--- config.mk ---
export PLATFORM = sky130hd
export DESIGN_NAME = keypad_integer_calculator_top
export DESIGN_NICKNAME = d
export VERILOG_FILES = /design/src/rtl/core/kic_pkg.sv /design/src/rtl/core/keypad_integer_calculator_top.sv /design/src/rtl/core/kic_engine.sv
export SDC_FILE = /design/constraint.sdc
export NUM_CORES = 1
export LEC_CHECK = 0
export BUFFER_PORTS_ARGS = -buffer_cell sky130_fd_sc_hd__clkbuf_2
export CORE_MARGIN = 4
export CORE_UTILIZATION = 50
export DETAILED_ROUTE_END_ITERATION = 10
export MAX_ROUTING_LAYER = met4
export PLACE_DENSITY = 0.78
export SETUP_SLACK_MARGIN = 0.05
export SYNTH_ARGS = -nofsm -noshare
export SYNTH_HDL_FRONTEND = slang
export SYNTH_SLANG_ARGS = --single-unit
--- constraint.sdc ---
create_clock -name clk_i -period 10.67 [get_ports clk_i]
set_input_delay 1.6005 -clock clk_i [delete_from_list [all_inputs] [get_ports clk_i]]
set_output_delay 1.6005 -clock clk_i [all_outputs]
set_load 0.01 [all_outputs]
--- src/rtl/core/kic_pkg.sv ---
// Shared definitions for the keypad integer calculator.
// Key codes, operator and command codes, engine states and the control structs
// passed between the top level and the arithmetic engine. No dependencies.
package kic_pkg;

  localparam int unsigned OPERAND_WIDTH_DEF = 32;
  localparam int unsigned RESULT_WIDTH      = 32;

  localparam logic [7:0] KEY_0   = 8'h30;
  localparam logic [7:0] KEY_9   = 8'h39;
  localparam logic [7:0] KEY_ADD = 8'h2B;
  localparam logic [7:0] KEY_SUB = 8'h2D;
  localparam logic [7:0] KEY_MUL = 8'h78;
  localparam logic [7:0] KEY_DIV = 8'h2F;
  localparam logic [7:0] KEY_EQ  = 8'h23;

  typedef enum logic [2:0] {
    OP_NONE = 3'd0,
    OP_ADD  = 3'd1,
    OP_SUB  = 3'd2,
    OP_MUL  = 3'd3,
    OP_DIV  = 3'd4
  } op_e;

  typedef enum logic {
    CMD_DIGIT  = 1'b0,
    CMD_EQUALS = 1'b1
  } cmd_e;

  typedef enum logic [2:0] {
    E_IDLE     = 3'd0,
    E_DIGIT    = 3'd1,
    E_ADDSUB   = 3'd2,
    E_MUL      = 3'd3,
    E_DIV_PREP = 3'd4,
    E_DIV      = 3'd5,
    E_DIV_FIX  = 3'd6,
    E_DONE     = 3'd7
  } eng_state_e;

  typedef struct packed {
    logic       start;
    cmd_e       kind;
    logic       sel_second;
    logic [3:0] digit;
    op_e        op;
  } cmd_t;

  typedef struct packed {
    logic busy;
    logic res_valid;
    logic err;
  } eng_status_t;

endpackage

--- src/rtl/core/keypad_integer_calculator_top.sv ---
// Top level of the keypad integer calculator: key decoding, entry phase and result register.
// Instantiates kic_engine and depends on kic_pkg.
//
// Usage: one ASCII key code is taken per transaction on the input channel
// (in_valid_i, in_ready_o, key_code_i). Digits build the current operand in
// decimal, the keys '+', '-', 'x' and '/' select the operation and move entry
// to the second operand, and '#' starts the calculation. A result transaction
// (result_value_o, divide_error_o) is issued on the output channel only when an
// operator has been given; the key after '#' is always discarded.
// Timing: digits, adds, subtracts, multiplies and divides hold the input
// channel while the engine works, one operand bit per cycle through its
// shift registers; a divide first prepares the operand magnitudes and
// finally fixes the quotient sign, and a zero divisor skips the shift loop.
// Operator keys, discarded keys and '#' with no operator do not start the engine.
// The result is loaded into the output register once the engine has finished.
// The output register holds one result; while it is full and stalled the
// engine keeps its finished result and in_ready_o stays low. Reset clears
// both operands, the operator, the entry phase and the output valid flag.
module keypad_integer_calculator_top #(
  parameter int unsigned OperandWidth = kic_pkg::OPERAND_WIDTH_DEF
) (
  input  logic               clk_i,
  input  logic               rst_ni,
  input  logic               in_valid_i,
  output logic               in_ready_o,
  input  logic [7:0]         key_code_i,
  output logic               out_valid_o,
  input  logic               out_ready_i,
  output logic signed [31:0] result_value_o,
  output logic               divide_error_o
);

  localparam int unsigned W = OperandWidth;

  kic_pkg::op_e         op_q, op_d;
  logic                 second_q, second_d;
  logic                 skip_q, skip_d;
  logic                 out_valid_q, out_valid_d;
  logic [31:0]          result_q;
  logic                 err_out_q;

  kic_pkg::cmd_t        cmd;
  kic_pkg::eng_status_t status;
  logic [W-1:0]         eng_value;
  logic [31:0]          res32;
  logic                 accept, is_digit, is_oper, is_eq, load;
  logic [7:0]           key_off;

  kic_engine #(
    .OperandWidth(OperandWidth)
  ) u_engine (
    .clk_i      (clk_i),
    .rst_ni     (rst_ni),
    .cmd_i      (cmd),
    .res_ready_i(load),
    .status_o   (status),
    .res_value_o(eng_value)
  );

  for (genvar k = 0; k < 32; k++) begin : g_ext
    if (k < W) begin : g_bit
      assign res32[k] = eng_value[k];
    end else begin : g_sign
      assign res32[k] = eng_value[W-1];
    end
  end

  always_comb begin
    in_ready_o = ~status.busy;
    accept     = in_valid_i & in_ready_o;
    key_off    = key_code_i - kic_pkg::KEY_0;
    is_digit   = (key_code_i >= kic_pkg::KEY_0) && (key_code_i <= kic_pkg::KEY_9);
    is_eq      = (key_code_i == kic_pkg::KEY_EQ);
    is_oper    = 1'b1;
    op_d       = op_q;
    case (key_code_i)
      kic_pkg::KEY_ADD: op_d = kic_pkg::OP_ADD;
      kic_pkg::KEY_SUB: op_d = kic_pkg::OP_SUB;
      kic_pkg::KEY_MUL: op_d = kic_pkg::OP_MUL;
      kic_pkg::KEY_DIV: op_d = kic_pkg::OP_DIV;
      default:          is_oper = 1'b0;
    endcase

    cmd.start      = accept & ~skip_q & (is_digit | is_eq);
    cmd.kind       = is_eq ? kic_pkg::CMD_EQUALS : kic_pkg::CMD_DIGIT;
    cmd.sel_second = second_q;
    cmd.digit      = key_off[3:0];
    cmd.op         = op_q;

    second_d = second_q;
    skip_d   = skip_q;
    if (accept) begin
      if (skip_q) begin
        skip_d = 1'b0;
        op_d   = op_q;
      end else if (is_oper) begin
        second_d = 1'b1;
      end else if (is_eq) begin
        second_d = 1'b0;
        skip_d   = 1'b1;
      end
    end else begin
      op_d = op_q;
    end
    if (accept && !skip_q && !is_oper) begin
      op_d = op_q;
    end

    load        = status.res_valid & (~out_valid_q | out_ready_i);
    out_valid_d = load | (out_valid_q & ~out_ready_i);

    out_valid_o    = out_valid_q;
    result_value_o = result_q;
    divide_error_o = err_out_q;
  end

  always_ff @(posedge clk_i or negedge rst_ni) begin
    if (!rst_ni) begin
      op_q        <= kic_pkg::OP_NONE;
      second_q    <= 1'b0;
      skip_q      <= 1'b0;
      out_valid_q <= 1'b0;
    end else begin
      op_q        <= op_d;
      second_q    <= second_d;
      skip_q      <= skip_d;
      out_valid_q <= out_valid_d;
    end
  end

  always_ff @(posedge clk_i) begin
    if (load) begin
      result_q  <= res32;
      err_out_q <= status.err;
    end
  end

endmodule

--- src/rtl/core/kic_engine.sv ---
// Serial arithmetic engine of the keypad integer calculator: holds both operands,
// folds decimal digits in one bit per cycle and runs add, subtract, multiply and divide.
// Depends on kic_pkg.
module kic_engine #(
  parameter int unsigned OperandWidth = kic_pkg::OPERAND_WIDTH_DEF
) (
  input  logic                     clk_i,
  input  logic                     rst_ni,
  input  kic_pkg::cmd_t            cmd_i,
  input  logic                     res_ready_i,
  output kic_pkg::eng_status_t     status_o,
  output logic [OperandWidth-1:0]  res_value_o
);

  localparam int unsigned W        = OperandWidth;
  localparam int unsigned CntWidth = $clog2(OperandWidth);
  localparam logic [CntWidth-1:0] CntLast = CntWidth'(OperandWidth - 1);

  kic_pkg::eng_state_e state_q, state_d;
  kic_pkg::op_e        op_q;

  logic [W-1:0]        a_q, b_q, acc_q, rem_q;
  logic [CntWidth-1:0] cnt_q;
  logic [1:0]          carry_q;
  logic [2:0]          hist_q;
  logic [3:0]          dig_q;
  logic                sel_q, neg_q, err_q;

  logic                cnt_last, b_zero, b_eff;
  logic [W-1:0]        x_cur, x_next, mul_next, a_neg, b_neg, acc_neg;
  logic [2:0]          dsum;
  logic [1:0]          asum;
  logic [W:0]          rem_shift, rem_diff;

  always_comb begin
    cnt_last  = (cnt_q == CntLast);
    b_zero    = (b_q == '0);
    x_cur     = sel_q ? b_q : a_q;
    dsum      = {2'b00, hist_q[0]} + {2'b00, hist_q[2]} + {2'b00, dig_q[0]}
              + {1'b0, carry_q};
    x_next    = {dsum[0], x_cur[W-1:1]};
    b_eff     = b_q[0] ^ (op_q == kic_pkg::OP_SUB);
    asum      = {1'b0, a_q[0]} + {1'b0, b_eff} + {1'b0, carry_q[0]};
    mul_next  = {acc_q[W-2:0], 1'b0} + (b_q[W-1] ? a_q : '0);
    a_neg     = ~a_q + W'(1);
    b_neg     = ~b_q + W'(1);
    acc_neg   = ~acc_q + W'(1);
    rem_shift = {rem_q, a_q[W-1]};
    rem_diff  = rem_shift - {1'b0, b_q};
  end

  always_comb begin
    state_d = state_q;
    case (state_q)
      kic_pkg::E_IDLE: begin
        if (cmd_i.start) begin
          if (cmd_i.kind == kic_pkg::CMD_DIGIT) begin
            state_d = kic_pkg::E_DIGIT;
          end else begin
            case (cmd_i.op)
              kic_pkg::OP_ADD: state_d = kic_pkg::E_ADDSUB;
              kic_pkg::OP_SUB: state_d = kic_pkg::E_ADDSUB;
              kic_pkg::OP_MUL: state_d = kic_pkg::E_MUL;
              kic_pkg::OP_DIV: state_d = kic_pkg::E_DIV_PREP;
              default:         state_d = kic_pkg::E_IDLE;
            endcase
          end
        end
      end
      kic_pkg::E_DIGIT:    if (cnt_last) state_d = kic_pkg::E_IDLE;
      kic_pkg::E_ADDSUB:   if (cnt_last) state_d = kic_pkg::E_DONE;
      kic_pkg::E_MUL:      if (cnt_last) state_d = kic_pkg::E_DONE;
      kic_pkg::E_DIV_PREP: state_d = b_zero ? kic_pkg::E_DONE : kic_pkg::E_DIV;
      kic_pkg::E_DIV:      if (cnt_last) state_d = kic_pkg::E_DIV_FIX;
      kic_pkg::E_DIV_FIX:  state_d = kic_pkg::E_DONE;
      kic_pkg::E_DONE:     if (res_ready_i) state_d = kic_pkg::E_IDLE;
      default:             state_d = kic_pkg::E_IDLE;
    endcase
  end

  always_comb begin
    status_o.busy      = (state_q != kic_pkg::E_IDLE);
    status_o.res_valid = (state_q == kic_pkg::E_DONE);
    status_o.err       = err_q;
    res_value_o        = acc_q;
  end

  always_ff @(posedge clk_i or negedge rst_ni) begin
    if (!rst_ni) begin
      state_q <= kic_pkg::E_IDLE;
      op_q    <= kic_pkg::OP_NONE;
      a_q     <= '0;
      b_q     <= '0;
      acc_q   <= '0;
      rem_q   <= '0;
      cnt_q   <= '0;
      carry_q <= '0;
      hist_q  <= '0;
      dig_q   <= '0;
      sel_q   <= 1'b0;
      neg_q   <= 1'b0;
      err_q   <= 1'b0;
    end else begin
      state_q <= state_d;
      case (state_q)
        kic_pkg::E_IDLE: begin
          cnt_q  <= '0;
          hist_q <= '0;
          if (cmd_i.start) begin
            op_q    <= cmd_i.op;
            sel_q   <= cmd_i.sel_second;
            dig_q   <= cmd_i.digit;
            carry_q <= {1'b0, (cmd_i.kind == kic_pkg::CMD_EQUALS) &&
                              (cmd_i.op == kic_pkg::OP_SUB)};
            acc_q   <= '0;
            rem_q   <= '0;
            err_q   <= 1'b0;
            if (cmd_i.kind == kic_pkg::CMD_EQUALS && cmd_i.op == kic_pkg::OP_NONE) begin
              a_q <= '0;
              b_q <= '0;
            end
          end
        end
        kic_pkg::E_DIGIT: begin
          if (sel_q) begin
            b_q <= x_next;
          end else begin
            a_q <= x_next;
          end
          hist_q  <= {hist_q[1:0], x_cur[0]};
          dig_q   <= {1'b0, dig_q[3:1]};
          carry_q <= dsum[2:1];
          cnt_q   <= cnt_q + CntWidth'(1);
        end
        kic_pkg::E_ADDSUB: begin
          // Both operands shift out completely, which also clears them.
          acc_q   <= {asum[0], acc_q[W-1:1]};
          a_q     <= {1'b0, a_q[W-1:1]};
          b_q     <= {1'b0, b_q[W-1:1]};
          carry_q <= {1'b0, asum[1]};
          cnt_q   <= cnt_q + CntWidth'(1);
        end
        kic_pkg::E_MUL: begin
          acc_q <= mul_next;
          b_q   <= {b_q[W-2:0], 1'b0};
          if (cnt_last) begin
            a_q <= '0;
          end
          cnt_q <= cnt_q + CntWidth'(1);
        end
        kic_pkg::E_DIV_PREP: begin
          neg_q <= a_q[W-1] ^ b_q[W-1];
          err_q <= b_zero;
          cnt_q <= '0;
          if (b_zero) begin
            a_q <= '0;
            b_q <= '0;
          end else begin
            a_q <= a_q[W-1] ? a_neg : a_q;
            b_q <= b_q[W-1] ? b_neg : b_q;
          end
        end
        kic_pkg::E_DIV: begin
          rem_q <= rem_diff[W] ? rem_shift[W-1:0] : rem_diff[W-1:0];
          acc_q <= {acc_q[W-2:0], ~rem_diff[W]};
          a_q   <= {a_q[W-2:0], 1'b0};
          if (cnt_last) begin
            b_q <= '0;
          end
          cnt_q <= cnt_q + CntWidth'(1);
        end
        kic_pkg::E_DIV_FIX: begin
          if (neg_q) begin
            acc_q <= acc_neg;
          end
        end
        default: begin
        end
      endcase
    end
  end

endmodule
# After elaboration in Yosys (flattened, before gate mapping)
# Index checks and enable logic that the tools add are counted.
# totals
register_bits	190
inputBits	12
output_inout_bits	35
elab_cells	164
# classes
addsub	12
magnitude_cmp	2
eq_ne	30
mux	42
n_bitwise	19
reduce_logical	38
# op_table
op	n
2-to-1 mux 32 bit	14
case mux 32 bit (6 select lines)	2
case mux 32 bit (5 select lines)	1
adder 32 x 1 -> 32 bit, second input constant	3
NOT 32 bit	3
case mux 32 bit (2 select lines)	1
subtractor 33 x 32 -> 33 bit	1
adder 32 bit	1
equality test 8 x 6 -> 1 bit, second input constant	4
logical NOT 32 bit	1
case mux 3 bit (7 select lines)	1
2-to-1 mux 3 bit	6
!= test 2 x 1 -> 1 bit, second input constant	8
equality test 3 x 2 -> 1 bit, second input constant	5
equality test 3 bit, second input constant	5
AND reduction 5 bit	3
case mux 3 bit (4 select lines)	1
AND reduction 6 bit	2
case mux 5 bit (2 select lines)	1
AND reduction 2 bit	5
nonzero test 2 bit	5
case mux 3 bit (3 select lines)	1
equality test 8 x 7 -> 1 bit, second input constant	1
greater-or-equal comparator 8 x 6 -> 1 bit, second input constant	1
other kinds (33)	67

# Logic depth before layout (Yosys ltp)
# logic_depth
word_depth	7
depth_mapped	16
depth_no_buf	14

# By module
# Synthesis repeated with hierarchy kept, for this count alone.
# unflattened
hier_cells	1815
area_unflattened_um2	15108.2
# by_module_without_submodules
mod	n_inst	cells_each	area_per_inst_um2	seq_area_each_um2
kic_engine	1	1741	13748.2	3778.6
keypad_integer_calculator_top	1	74	1360.1	1141.1

# Least setup slack after synthesis
# Ideal clock, no wire load.
# synth_timing
path_kind	input to register
from	input key_code_i[4]
to	register u_engine.a_q[30]
setup_time_ns	0.121
t_arrival_ns	3.682
path_slack_ns	6.867
stages	11
path_cell_list	nor3b_1 > nand4_1 > nand2_1 > and2_1 > a31oi_1 > a21oi_1 > nor3b_1 > o21a_2 > buf_2 > o41ai_1 > a22o_1
# synth_between
elab_chain_len	6
# synth_rtl
element	line	rtl
from (decl)	keypad_integer_calculator_top.sv:26	input logic [7:0] key_code_i,
greater-or-equal comparator 8 x 6 -> 1 bit / less-or-equal comparator 8 x 6 -> 1 bit (equally long branches)	keypad_integer_calculator_top.sv:72	is_digit = (key_code_i >= kic_pkg::KEY_0) && (key_code_i <= kic_pkg::KEY_9);
logical AND 1 bit	keypad_integer_calculator_top.sv:72	
bitwise OR 1 bit	keypad_integer_calculator_top.sv:84	cmd.start = accept & ~skip_q & (is_digit | is_eq);
AND 1 bit	keypad_integer_calculator_top.sv:84	
!= test 2 bit (no source line)	-	
AND reduction 6 bit (no source line) (*)	-	
to (signal assigned)	kic_engine.sv:128	a_q <= x_next;
to (signal assigned)	kic_engine.sv:138	a_q <= {1'b0, a_q[W-1:1]};
to (signal assigned)	kic_engine.sv:159	a_q <= a_q[W-1] ? a_neg : a_q;
to (decl)	kic_engine.sv:22	logic [W-1:0] a_q, b_q, acc_q, rem_q;
# Mark *: on every way between the ends. The rest lies on a longest branch, timed or not.
# A chain may end at the register's enable or synchronous reset.

# Final worst setup path
# layout_timing
from	input key_code_i[0]
to	register u_engine.a_q[17]
# The elaborated chain is that of the path after synthesis.

==> impl_metrics.yaml <==
run_status:
  status: "finished clean"
synth:
  syn_area_sq_um: 14560
  synthArstFlopShare: 0.8263
  synth_fp_nets: 1835
  ys_seq_area_frac: 0.3379
  synth_top_flop_cell: "dfrtp_1"
  avgSynthCellArea_sq_um: 8.324
  synth_cell_types: 75
  ys_warn_count: 0
  ys_ff_latch: 190
  syn_inst: 1749
  synth-edff-count: 33
drt:
  drc_errors: 0
  wl_per_cell_um: 19.10
  drt_iter0_markers: 2176
  first_pass_iters: 9
  antenna_left: 0
  wirelength_um: 40140
  route.vias.total: 13900
  routed_via_density: 6.614
clocking:
  cts_post_setup_buffers_inserted: 0
  h-tree-depth: 4
  cts_hold_buf: 0
  clk_pin_slew_worst_paths_ns: 0.08
  ctsResizeCount: 0
  clk_root_buffer_cell: "clkbuf_16"
  cts_tree: "done"
  cts.sinks: 190
  clk_path_buf_depth: 2
  clk_latency_ns: 0.45
  numCtsBuffers: 17
critical_path:
  crit_fanout: 36
  critPathKind: "in2reg"
  timing.rr.start: "u_engine.a_q[31]$_DFFE_PN0P_"
  endpoint_kind: "register"
  worst_r2r_path_depth: 14
  slowest_delay_ns: 0.62
  critPathLaunchType: "input port"
  required_ns: 11.04
  arrival_ns: 5.28
  r2r_slack_ns: 6.31
  crit_path_top_delay_cell: "o21a_2"
  crit_chain: "clkbuf_2 -> nor3b_1 -> nand4_1 -> nand2_1 -> and2_1 -> a31oi_1 -> a21oi_1 -> nor3b_1 -> o21a_2 -> o21a_2 -> a22o_1"
  r2r_end: "u_engine.rem_q[30]$_DFFE_PN0P_"
floorplanning:
  rows: 62
  core_sq_um: 28700
  dieArea_sq_um: 31910
  pin_count: 47
  fp.dieW_um: 178.6
  start_util: 0.5072
  die_h_um: 178.6
final_layout:
  drive_gt1_frac: 0.07746
  nets: 1790
  fillCellCount: 2599
  design_area_sq_um: 15540
  antenna_cells: 0
  area_growth_pct: 6.755
min_path:
  whs_endpoint: "u_engine.sel_q$_DFFE_PN0P_"
  hold-path-cell-count: 2
  hp-class: "reg2reg"
  hold_start: "second_q$_DFFE_PN0P_"
placement:
  dp_hpwl_um: 27650
  io_buffers: 46
  gp_congestion: 0.9638
  dpl_cell_area_sq_um: 14970
global_routing:
  grt_max_degree: 99
  grt_pass1_wl_um: 65760
  grt.total_usage: 0.2563
  grt_pass1_vias: 13030
  grt_antenna_before_repair: 0
  overflow: 0
timing:
  max_clock_freq_mhz: 203.6
  hold_viol: 0
  maxSlewHeadroom: 0.3539
  fin_crit_ns: 4.912
  rsz0062_at_grt: "false"
  skew_ns: 0.01500
  period_share: 0.4603
  worst_pin_slew_ns: 0.9668
  setup_violations: 0
  slew_viol_final: 0
  fin_setup_tns_ns: 0
pwr:
  p_leak_nw: 6.586
  powerDensity_nw_per_um2: 131.8
  vdd_ir_drop_max_v: 0.0001177
  finalPower_mw: 2.048
run:
  maxCapViolations: 0
==> worst max-delay path by stage <==
| stage | startpoint | to | slack (ns) | cells past startpoint |
|---|---|---|---|---|
| floorplan | key_code_i[4] | u_engine.a_q[30]$_DFFE_PN0P_ | 6.87 | 11 |
| global route | key_code_i[0] | u_engine.a_q[26]$_DFFE_PN0P_ | 5.47 | 11 |
| detailed placement | key_code_i[0] | u_engine.a_q[17]$_DFFE_PN0P_ | 5.43 | 11 |
| global placement | key_code_i[0] | u_engine.a_q[10]$_DFFE_PN0P_ | 5.62 | 11 |
| finish | key_code_i[0] | u_engine.a_q[17]$_DFFE_PN0P_ | 5.76 | 11 |
| CTS | key_code_i[0] | u_engine.a_q[17]$_DFFE_PN0P_ | 5.81 | 11 |
==> layout make-up <==
type	count	area, sq um	share of cell area
clock buffers	18	429.2	0.02761
clock inverters	14	146.4	0.009419
inverters	68	255.2	0.01642
multi-input cells	1359	8910	0.5733
flip-flops and latches	190	4920	0.3165
well taps	384	480.5	0.03091
repair buffers	68	401.6	0.02584
==> kinds of logic (layout without fill, tap and decap cells) <==
family	count (synthesis)	count (layout)	synth area share
multiplexers	41	41	0.02879
XOR/XNOR	61	61	0.03670
flip-flops	190	190	0.3379
AO/OA/AOI/OAI	632	632	0.2899
buffers and inverters	200	168	0.05277
AND/OR/NAND/NOR	551	551	0.1878
adder cells (fa/ha/maj)	74	74	0.06617
==> power by group <==
group	total, mW	leakage, nW	switching (mW)	internal, mW
clock network	0.632	0.279	0.319	0.313
registers	0.823	2.40	0.0508	0.772
logic	0.593	3.91	0.369	0.224
==> flip-flops by register name, summed over array words and instances (netlist names), 4 cells and up <==
signal                count
u_engine.a_q             32
u_engine.rem_q           32
result_value_o           32
u_engine.dig_q            4
u_engine.cnt_q            5
u_engine.res_value_o     32
u_engine.b_q             32
==> cell usage after synthesis, drive strengths merged, types with 37 or more instances <==
master / count / area share
clkbuf: 110 / 0.028
nor2: 130 / 0.034
o21ai: 210 / 0.072
nand3: 37 / 0.013
a21oi: 97 / 0.033
a22o: 53 / 0.032
ha: 69 / 0.059
inv: 68 / 0.018
a222oi: 43 / 0.030
dfrtp: 157 / 0.27
xnor2: 37 / 0.022
nor3: 61 / 0.022
nand2: 139 / 0.036
==> metal layers <==
metal	share of wire	GRT usage	vias to the layer above
met5	0	-	-
met4	0.020	0.06876	0
met3	0.073	0.03158	92
met2	0.48	0.4166	666
met1	0.42	0.3412	6653
li1	-	-	6486
==> cell usage in the layout (no fill, tap or decap), types with 22 or more instances in the layout <==
cell and instances:
buf_4 22, dfrtp_1 157, xor2_1 23, mux2i_1 34, nand4_1 24, clkbuf_2 45
edfxtp_1 33, and2_1 33, nor3_1 59, inv_1 68, nand3_1 36, a21o_1 34
a21oi_1 97, nand2_1 139, a222oi_1 43, nor2_1 128, ha_1 69, a31oi_1 27
a22o_1 53, nand2b_1 22, o21ai_0 190, xnor2_1 37, or3_1 26
==> worst max-delay path, delay by kind of cell <==
kind	cells	cell delay [ns]
simple gates	5	1.79
compound gates	5	1.76
buf+inv	1	0.12
==> metrics by stage <==
| stage | hold WS, ns | std cells | worst slack [ns] | utilization |
|---|---|---|---|---|
| after floorplan | 0.4231 | 1749 | 6.867 | - |
| after global placement | 0.4617 | 2069 | 5.619 | 0.5214 |
| after detailed placement | 0.4660 | 2069 | 5.425 | 0.5214 |
| after CTS | 0.4849 | 2101 | 5.812 | 0.5415 |
| after global routing | 0.5037 | 2101 | 5.473 | 0.5415 |
| final | 0.4820 | 2101 | 5.758 | 0.5415 |
(Power assumes the default switching activity.)
